## src/rtl/tcse_pkg.sv

```systemverilog
`timescale 1ns / 1ps
`default_nettype none
package tcse_pkg;

  localparam int MemDepth = 256;
  localparam int MemAw    = $clog2(MemDepth);
  localparam int RegCount = 16;
  localparam int RegAw    = 4;

  localparam logic [2:0] REQ_STEP    = 3'd0;
  localparam logic [2:0] REQ_MEM_WR  = 3'd1;
  localparam logic [2:0] REQ_MEM_RD  = 3'd2;
  localparam logic [2:0] REQ_REG_RD  = 3'd3;
  localparam logic [2:0] REQ_RESTART = 3'd4;

  localparam logic [3:0] OP_LOAD  = 4'h1;
  localparam logic [3:0] OP_LDI   = 4'h2;
  localparam logic [3:0] OP_STORE = 4'h3;
  localparam logic [3:0] OP_MOVE  = 4'h4;
  localparam logic [3:0] OP_ADDI  = 4'h5;
  localparam logic [3:0] OP_ADDF  = 4'h6;
  localparam logic [3:0] OP_OR    = 4'h7;
  localparam logic [3:0] OP_AND   = 4'h8;
  localparam logic [3:0] OP_XOR   = 4'h9;
  localparam logic [3:0] OP_ROR   = 4'hA;
  localparam logic [3:0] OP_JMP   = 4'hB;
  localparam logic [3:0] OP_HALT  = 4'hC;
  localparam logic [3:0] OP_ROL   = 4'hD;

  // Memory port operation chosen by the controller each cycle.
  typedef enum logic [2:0] {
    MOP_NONE  = 3'd0,
    MOP_REQ   = 3'd1, // read at request addr
    MOP_WRREQ = 3'd2, // write wdata at request addr
    MOP_PC0   = 3'd3, // read at pc
    MOP_PC1   = 3'd4, // read at pc+1
    MOP_B1    = 3'd5  // read or store at b1
  } mem_op_t;

  typedef struct packed {
    logic     load_req;   // capture request beat
    mem_op_t  mem_op;
    logic     cap_b0;
    logic     cap_b1;
    logic     exec;       // never set; a step's instruction runs on finish
    logic     finish;     // load result register, run a step's instruction
  } dp_cmd_t;

  typedef struct packed {
    logic [2:0] req_type;
    logic       can_run;
    logic [3:0] opcode;
  } dp_stat_t;

  function automatic logic [7:0] float_add(input logic [7:0] a, input logic [7:0] b);
    logic [11:0] ma, mb;
    logic [12:0] mag;
    logic        sgn;
    logic [7:0]  res;
    ma = 12'(a[3:0]) << a[6:4];
    mb = 12'(b[3:0]) << b[6:4];
    if (a[7] == b[7]) begin
      mag = {1'b0, ma} + {1'b0, mb};
      sgn = a[7];
    end else if (ma >= mb) begin
      mag = {1'b0, ma - mb};
      sgn = a[7];
    end else begin
      mag = {1'b0, mb - ma};
      sgn = b[7];
    end
    res = 8'h00;
    if (mag == 13'd0) res = 8'h00;
    else if (mag[12:11] != 2'b00) res = {sgn, 7'h7F};
    else begin
      res = {sgn, 3'd7, mag[10:7]};
      for (int e = 6; e >= 0; e--) begin
        if ((mag >> e) <= 13'd15) res = {sgn, 3'(e), 4'(mag >> e)};
      end
    end
    return res;
  endfunction

endpackage
`default_nettype wire

```

## src/rtl/tcse_ctrl.sv

```systemverilog
`timescale 1ns / 1ps
`default_nettype none
module tcse_ctrl (
  input  wire                     clk,
  input  wire                     rst,
  input  wire                     in_valid,
  output logic                    in_ready,
  output logic                    out_valid,
  input  wire                     out_ready,
  input  wire tcse_pkg::dp_stat_t stat,
  output tcse_pkg::dp_cmd_t       cmd
);

  typedef enum logic [5:0] {
    S_IDLE  = 6'b000001,
    S_DISP  = 6'b000010,
    S_FET1  = 6'b000100,
    S_EXEC  = 6'b001000,
    S_DONE  = 6'b010000,
    S_OUT   = 6'b100000
  } state_t;

  state_t state, state_next;

  always_ff @(posedge clk) begin
    if (rst) state <= S_IDLE;
    else     state <= state_next;
  end

  assign in_ready  = (state == S_IDLE);
  assign out_valid = (state == S_OUT);

  always_comb begin
    state_next = state;
    cmd = '0;
    cmd.mem_op = tcse_pkg::MOP_NONE;
    unique case (state)
      S_IDLE: begin
        cmd.load_req = 1'b1;
        if (in_valid) state_next = S_DISP;
      end
      S_DISP: begin
        if (stat.req_type == tcse_pkg::REQ_STEP && stat.can_run) begin
          cmd.mem_op = tcse_pkg::MOP_PC0;
          state_next = S_FET1;
        end else begin
          if (stat.req_type == tcse_pkg::REQ_MEM_WR) cmd.mem_op = tcse_pkg::MOP_WRREQ;
          state_next = S_DONE;
        end
      end
      S_FET1: begin
        cmd.cap_b0 = 1'b1;
        cmd.mem_op = tcse_pkg::MOP_PC1;
        state_next = S_EXEC;
      end
      S_EXEC: begin
        cmd.cap_b1 = 1'b1;
        state_next = S_DONE;
      end
      S_DONE: begin
        // b1 is registered; data-memory op of a step happens here,
        // a memory read request reads here so its byte is ready in S_OUT
        if (stat.req_type == tcse_pkg::REQ_STEP && stat.can_run)
          cmd.mem_op = tcse_pkg::MOP_B1;
        else if (stat.req_type == tcse_pkg::REQ_MEM_RD)
          cmd.mem_op = tcse_pkg::MOP_REQ;
        cmd.exec   = 1'b0;
        state_next = S_OUT;
      end
      S_OUT: begin
        cmd.finish = 1'b1;
        if (out_ready) state_next = S_IDLE;
      end
      default: state_next = S_IDLE;
    endcase
    // a step runs on finish, in the cycle after the B1 access, so load data is on the read register
    if (state == S_OUT) cmd.exec = 1'b0;
  end

endmodule
`default_nettype wire

```

## src/rtl/tcse_datapath.sv

```systemverilog
`timescale 1ns / 1ps
`default_nettype none
module tcse_datapath (
  input  wire                     clk,
  input  wire                     rst,
  input  wire                     cfg_valid,
  input  wire  [7:0]              cfg_data,
  input  wire  [2:0]              req_type,
  input  wire  [7:0]              addr,
  input  wire  [7:0]              wdata,
  input  wire tcse_pkg::dp_cmd_t  cmd,
  output tcse_pkg::dp_stat_t      stat,
  output logic [7:0]              read_data,
  output logic [8:0]              prog_counter,
  output logic                    halted,
  output logic [15:0]             last_instr
);

  logic [7:0] mem [tcse_pkg::MemDepth];
  logic [tcse_pkg::MemDepth-1:0] mem_vld;
  logic [7:0] regs [tcse_pkg::RegCount];
  logic [8:0] pc;
  logic       hflag;
  logic [7:0] boot_addr;
  logic [2:0] rq;
  logic [7:0] ra, rw;
  logic [7:0] b0, b1;
  logic [7:0] mrd;
  logic       mrd_ok;
  logic       executed;
  logic       ran;   // set when this item fetches an instruction (running step)

  // memory address and operation
  logic [8:0] maddr;
  logic       mwe, mre;
  logic [7:0] mwd;
  always_comb begin
    maddr = 9'd0; mwe = 1'b0; mre = 1'b0; mwd = rw;
    unique case (cmd.mem_op)
      tcse_pkg::MOP_REQ:   begin maddr = {1'b0, ra}; mre = 1'b1; end
      tcse_pkg::MOP_WRREQ: begin maddr = {1'b0, ra}; mwe = 1'b1; end
      tcse_pkg::MOP_PC0:   begin maddr = pc; mre = 1'b1; end
      tcse_pkg::MOP_PC1:   begin maddr = pc + 9'd1; mre = 1'b1; end
      tcse_pkg::MOP_B1: begin
        maddr = {1'b0, b1};
        mre = (b0[7:4] == tcse_pkg::OP_LOAD);
        mwe = (b0[7:4] == tcse_pkg::OP_STORE);
        mwd = regs[b0[3:0]];
      end
      default: ;
    endcase
  end

  wire in_range = (maddr < 9'(tcse_pkg::MemDepth));
  wire [tcse_pkg::MemAw-1:0] mi = maddr[tcse_pkg::MemAw-1:0];

  always_ff @(posedge clk) begin
    if (mwe && in_range) mem[mi] <= mwd;
    mrd <= mem[mi];
  end
  always_ff @(posedge clk) begin
    if (rst) mrd_ok <= 1'b0;
    else     mrd_ok <= mre && in_range && mem_vld[mi];
  end
  always_ff @(posedge clk) begin
    if (rst) mem_vld <= '0;
    else if (mwe && in_range) mem_vld[mi] <= 1'b1;
  end
  wire [7:0] mdata = mrd_ok ? mrd : 8'h00;

  always_ff @(posedge clk) begin
    if (cmd.load_req) begin rq <= req_type; ra <= addr; rw <= wdata; end
    if (cmd.cap_b0) b0 <= mdata;
    if (cmd.cap_b1) b1 <= mdata;
  end

  assign stat.req_type = rq;
  assign stat.can_run  = !hflag && (pc < 9'(tcse_pkg::MemDepth));
  assign stat.opcode   = b0[7:4];

  // execute in the first cycle of the result state (load data is in mdata then)
  logic [7:0] rs, rt, rr, r0, rot_in;
  logic [2:0] rn;
  logic [8:0] nxt;
  always_comb begin
    rs = regs[b1[7:4]]; rt = regs[b1[3:0]]; rr = regs[b0[3:0]]; r0 = regs[0];
    nxt = (pc + 9'd2 > 9'd256) ? 9'd256 : pc + 9'd2;
    rn = (b0[7:4] == tcse_pkg::OP_ROL) ? 3'(4'd8 - {1'b0, b1[2:0]}) : b1[2:0];
    rot_in = rr;
  end
  wire [15:0] dbl = {rot_in, rot_in};
  wire [7:0]  rot = 8'(dbl >> rn);

  wire do_exec = cmd.finish && !executed && rq == tcse_pkg::REQ_STEP && ran;

  always_ff @(posedge clk) begin
    if (rst) begin
      pc <= 9'd0; hflag <= 1'b0; boot_addr <= 8'd0; executed <= 1'b0;
      ran <= 1'b0;
      for (int i = 0; i < tcse_pkg::RegCount; i++) regs[i] <= 8'd0;
    end else begin
      if (cfg_valid) boot_addr <= cfg_data;
      if (cmd.cap_b0) ran <= 1'b1;
      if (cmd.load_req) begin executed <= 1'b0; ran <= 1'b0; end
      if (cmd.finish && !executed) begin
        executed <= 1'b1;
        if (rq == tcse_pkg::REQ_RESTART) begin
          pc <= {1'b0, boot_addr}; hflag <= 1'b0;
        end
      end
      if (do_exec) begin
        pc <= nxt;
        unique case (b0[7:4])
          tcse_pkg::OP_LOAD:  regs[b0[3:0]] <= mdata;
          tcse_pkg::OP_LDI:   regs[b0[3:0]] <= b1;
          tcse_pkg::OP_MOVE:  regs[b1[3:0]] <= rs;
          tcse_pkg::OP_ADDI:  regs[b0[3:0]] <= rs + rt;
          tcse_pkg::OP_ADDF:  regs[b0[3:0]] <= tcse_pkg::float_add(rs, rt);
          tcse_pkg::OP_OR:    regs[b0[3:0]] <= rs | rt;
          tcse_pkg::OP_AND:   regs[b0[3:0]] <= rs & rt;
          tcse_pkg::OP_XOR:   regs[b0[3:0]] <= rs ^ rt;
          tcse_pkg::OP_ROR,
          tcse_pkg::OP_ROL:   regs[b0[3:0]] <= rot;
          tcse_pkg::OP_JMP:   if (r0 == rr) pc <= {1'b0, b1};
          tcse_pkg::OP_HALT:  hflag <= 1'b1;
          default: ;
        endcase
      end
    end
  end

  // outputs are read while the result beat is held; values after execution
  logic [7:0] rd_q;
  always_ff @(posedge clk) begin
    if (cmd.finish && !executed) begin
      rd_q <= (rq == tcse_pkg::REQ_MEM_RD) ? mdata
            : (rq == tcse_pkg::REQ_REG_RD) ? regs[ra[3:0]] : 8'h00;
    end
  end

  assign read_data    = rd_q;
  assign prog_counter = pc;
  assign halted       = hflag || (pc >= 9'(tcse_pkg::MemDepth));
  assign last_instr   = (rq == tcse_pkg::REQ_STEP && ran) ? {b0, b1} : 16'h0000;

endmodule
`default_nettype wire

```

## src/rtl/toy_cpu_step_executor.sv

```systemverilog
`timescale 1ns / 1ps
`default_nettype none
// Channel   Handshake            Payload
// in        in_valid/in_ready    req_type, addr, wdata
// out       out_valid/out_ready  read_data, prog_counter, halted, last_instr
// cfg       cfg_valid/cfg_ready  cfg_data (boot address)
//
// One request beat at a time: accept, dispatch, fetch of b0 and b1 for a running
// step, a data-memory access, then a settle step before the result beat shows.
// A running step passes through both fetch states; any other request (a stopped
// step too) skips them, and out_ready can stall the result beat.
// in_ready rises the cycle after the result beat is taken.
// The single-port 256-byte memory sets the order: fetch b0, b1, then data access.
// rst is synchronous; memory reads as zero until written (per-byte valid).
module toy_cpu_step_executor (
  input  wire         clk,
  input  wire         rst,
  input  wire         in_valid,
  output logic        in_ready,
  input  wire  [2:0]  req_type,
  input  wire  [7:0]  addr,
  input  wire  [7:0]  wdata,
  output logic        out_valid,
  input  wire         out_ready,
  output logic [7:0]  read_data,
  output logic [8:0]  prog_counter,
  output logic        halted,
  output logic [15:0] last_instr,
  input  wire         cfg_valid,
  output logic        cfg_ready,
  input  wire  [7:0]  cfg_data
);

  tcse_pkg::dp_cmd_t  cmd;
  tcse_pkg::dp_stat_t stat;
  logic out_valid_i;

  assign cfg_ready = 1'b1;

  // Result beat is presented in the cycle after the controller enters its result state.
  logic shown;
  always_ff @(posedge clk) begin
    if (rst) shown <= 1'b0;
    else     shown <= out_valid_i && !(shown && out_ready);
  end
  assign out_valid = out_valid_i && shown;

  // controller leaves the result state only on a real output beat
  tcse_ctrl u_ctrl (
    .clk, .rst, .in_valid, .in_ready, .out_valid(out_valid_i),
    .out_ready(out_ready && shown), .stat, .cmd
  );

  tcse_datapath u_dp (
    .clk, .rst, .cfg_valid, .cfg_data, .req_type, .addr, .wdata, .cmd,
    .stat, .read_data, .prog_counter, .halted, .last_instr
  );

`ifndef SYNTHESIS
  a_no_overlap: assert property (@(posedge clk) disable iff (rst)
    !(in_ready && out_valid)) else $error("in and out both open");
  a_halt_flag: assert property (@(posedge clk) disable iff (rst)
    out_valid |-> (halted || prog_counter < 9'd256)) else $error("halted mismatch");
  a_pc_range: assert property (@(posedge clk) disable iff (rst)
    prog_counter <= 9'd256) else $error("pc out of range");
`endif

endmodule
`default_nettype wire

```

## config.mk

```make
export PLATFORM = sky130hd
export DESIGN_NAME = toy_cpu_step_executor
export DESIGN_NICKNAME = d
export VERILOG_FILES = /design/src/rtl/tcse_pkg.sv /design/src/rtl/tcse_ctrl.sv /design/src/rtl/tcse_datapath.sv /design/src/rtl/toy_cpu_step_executor.sv
export SDC_FILE = /design/constraint.sdc
export NUM_CORES = 2
export LEC_CHECK = 0
export ABC_AREA = 1
export BUFFER_PORTS_ARGS = -buffer_cell sky130_fd_sc_hd__buf_4
export CORE_UTILIZATION = 55
export CTS_CLUSTER_SIZE = 8
export DETAILED_ROUTE_END_ITERATION = 7
export MAX_ROUTING_LAYER = met4
export PLACE_DENSITY_LB_ADDON = 0.08
export SLEW_MARGIN = 5
export SYNTH_ARGS = -nofsm -noshare
export SYNTH_HDL_FRONTEND = slang
export SYNTH_HIERARCHICAL = 1
export SYNTH_SLANG_ARGS = --single-unit
export TNS_END_PERCENT = 20
```

## constraint.sdc

```tcl
create_clock -name clk -period 18.76 [get_ports clk]
set_input_delay 1.876 -clock clk [delete_from_list [all_inputs] [get_ports clk]]
set_output_delay 1.876 -clock clk [all_outputs]
set_load 0.05 [all_outputs]
```

==> flow_metrics.env <==
export IMPL_grt_busiest_layer="met2"
export IMPL_synth_nets=8159
export IMPL_clock_sinks=2527
export IMPL_first_iter_violations=10220
export IMPL_fin_tns_setup_ns=0
export IMPL_cts_tree="done"
export IMPL_hpwl_um=193600
export IMPL_stdcell_count=10860
export IMPL_ir_drop_mv=0.1437
export IMPL_post_cts_buffers=0
export IMPL_pre_cts_slack_ns=10.79
export IMPL_drc=1
export IMPL_min_path_type="reg -> reg"
export IMPL_setup_viol=0
export IMPL_worstSkewPairLatency_ns=0.97
export IMPL_dieHeight_um=433.3
export IMPL_pin_count=69
export IMPL_outcome="finished, violations left"
export IMPL_viasPerCell=6.576
export IMPL_min_from="u_dp/mem_vld[151]$_SDFFE_PP0P_"
export IMPL_worst_slew_pin_transition_ns=1.313
export IMPL_fin_worst_skew_ns=0.08999
export IMPL_rsz0062_at_grt="false"
export IMPL_overflow=0
export IMPL_endpoint_kind="register"
export IMPL_critPathMaxFanout=68
export IMPL_fmax_mhz=120.9
export IMPL_start_kind="register"
export IMPL_drv_slew=0
export IMPL_dieArea_mm2=0.1877
export IMPL_violations="DRC"
export IMPL_cts_clk_slew_worst_paths_ns=0.05
export IMPL_grt_pass1_vias=67280
export IMPL_place_inst=10210
export IMPL_vias=71420
export IMPL_period_minus_slack_ns=8.272
export IMPL_syn_cell_area_mm2=0.1023
export IMPL_cts_resized=0
export IMPL_relSlewSlack_pct=11.33
export IMPL_cts_buffer_depth=4
export IMPL_leakage_nw=37.95
export IMPL_cellPowerDensity_mw_per_mm2=117.5
export IMPL_core_mm2=0.1839
export IMPL_numCtsBuffers=366
export IMPL_rows=157
export IMPL_hold_ws_ns=0.4664
export IMPL_ff2ff_setup_slack_ns=10.49
export IMPL_crit_type="reg -> reg"
export IMPL_grtUsageMet2_pct=52.23
export IMPL_antenna_found_initial=15
export IMPL_netlist_instances=8071
export IMPL_chipWidth_um=433.3
export IMPL_holdPathStages=2
export IMPL_portBuffers=67
export IMPL_grt_use_met3_pct=6.328
export IMPL_start_util_pct=55.64
export IMPL_wl_per_cell_um=30.12
export IMPL_nFillCells=14100
export IMPL_postCtsHoldBufs=0
export IMPL_grtUsageMet1_pct=47.69
export IMPL_fin_crit_sh_pct=44.09
export IMPL_place_congestion=0.9815
export IMPL_r2r_end="u_dp/mrd[7]$_DFF_P_"
export IMPL_timing_final_hold_violations=0
export IMPL_worstPathArrival_ns=9.12
export IMPL_cts_root_buf="clkbuf_16"
export IMPL_layout_setup_ws_ns=10.49
export IMPL_drt_antenna_violating_nets=0
export IMPL_finalPower_w=0.01357
export IMPL_area_delta_synth_final_pct=12.89
export IMPL_wl_um=327100
export IMPL_ys_warn_count=6
export IMPL_maxCapViolCount=0
export IMPL_grt_max_degree=205
export IMPL_grtUsageTotal_pct=35.42
export IMPL_grt_first_pass_wirelength_um=469200
export IMPL_htreeDepth=5
export IMPL_rr_worst_depth=21
export IMPL_synthesis_area_per_instance_um2=12.68
export IMPL_rr_startpoint="u_dp/prog_counter[8]$_SDFFE_PP0P_"
export IMPL_dr_pass1_iters=8
export IMPL_fin_nets=8204
export IMPL_hold_path_end="u_dp/mem_vld[151]$_SDFFE_PP0P_"
export IMPL_drive_gt1_share_pct=9.077
export IMPL_cp_required_ns=19.61
## registers in the layout, summed over array words and instances (netlist names), named ones only
signal and count:
shown 1, u_dp/hflag 1, u_dp/executed 1, u_dp/prog_counter 9
u_dp/read_data 8, u_dp/mrd 8, u_dp/rw 8, u_dp/boot_addr 8
u_dp/b0 8, u_dp/mrd_ok 1, u_dp/ran 1, u_dp/ra 8
u_dp/rq 3, u_dp/regs 128, u_dp/b1 8, u_dp/mem_vld 256
u_ctrl/state 6, u_dp/mem 2048
## power breakdown
part | internal, W | switching [W]
clock | 0.00369 | 0.00230
sequential | 0.00643 | 0.0000396
combinational | 0.000213 | 0.000894
## per-layer routing
metal | vias up | part of all wire (%)
met3 | 862 | 10
met1 | 35560 | 39
li1 | 30670 | -
met5 | - | 0
met4 | 0 | 5.4
met2 | 4324 | 46
## worst max-delay path by stage
| stage | slack (ns) | startpoint | end | depth (start not counted) |
|---|---|---|---|---|
| 2_1_floorplan | 4.45 | u_dp/prog_counter[8]$_SDFFE_PP0P_ | u_dp/mem[0][6]$_DFFE_PP_ | 9 |
| 5_1_grt | 10.30 | u_dp/prog_counter[8]$_SDFFE_PP0P_ | u_dp/mrd[7]$_DFF_P_ | 21 |
| 3_5_place_dp | 10.79 | u_dp/prog_counter[8]$_SDFFE_PP0P_ | u_dp/mrd[7]$_DFF_P_ | 21 |
| 3_3_place_gp | 10.74 | u_dp/prog_counter[8]$_SDFFE_PP0P_ | u_dp/mrd[7]$_DFF_P_ | 21 |
| 4_1_cts | 10.78 | u_dp/prog_counter[8]$_SDFFE_PP0P_ | u_dp/mrd[7]$_DFF_P_ | 21 |
| 6_report | 10.49 | u_dp/prog_counter[8]$_SDFFE_PP0P_ | u_dp/mrd[7]$_DFF_P_ | 21 |
## per-stage QoR
step / utilization, % / cell area (um^2)
3_3_place_gp: 57.12 / 105000
3_5_place_dp: 57.13 / 105000
4_1_cts: 62.80 / 115500
5_1_grt: 62.81 / 115500
6_report: 62.81 / 115500
2_1_floorplan: - / 102300
## placed cells by master, fill, tap and decap left out, types with 26 or more instances in the layout
| master | count |
|---|---|
| edfxtp_1 | 2219 |
| nor2_1 | 1087 |
| a22oi_1 | 1028 |
| a21oi_1 | 737 |
| nand2_1 | 473 |
| clkbuf_16 | 374 |
| o21ai_0 | 334 |
| inv_1 | 325 |
| dfxtp_1 | 303 |
| clkbuf_1 | 254 |
| nand3_1 | 189 |
| buf_4 | 185 |
| o22ai_1 | 158 |
| nor4_1 | 103 |
| o211ai_1 | 70 |
| nor2_2 | 56 |
| ha_1 | 52 |
| o21ai_1 | 34 |
| o221ai_1 | 29 |
| a221oi_1 | 26 |
| or4_1 | 26 |
## worst max-delay path, cell delays in order (launching register included)
cell	delay (ns)
dfxtp_1	0.35
nor2_1	0.23
o21ai_0	0.12
nor3_1	0.48
nor3_2	0.23
clkinv_1	0.47
nor2_1	0.08
nor4_1	0.65
buf_4	0.28
inv_1	0.11
nor2_4	0.09
buf_4	0.51
buf_4	0.56
buf_4	0.63
buf_4	0.67
buf_4	0.83
a22oi_1	0.26
a21oi_1	0.52
nor4_1	0.14
o21ai_0	0.44
a221oi_1	0.28
o221ai_1	0.14
## cell type report
class	instances	area (um^2)	area share [%]
inverters	372	1431	1.239
clock buffers	628	10310	8.929
well taps	2464	3083	2.669
flip-flops and latches	2527	72810	63.04
diodes	12	30.03	0.02600
multi-input cells	4652	26090	22.59
clock inverters	8	106.4	0.09208
repair buffers	197	1624	1.406
Power figures use the tool's default switching activity.
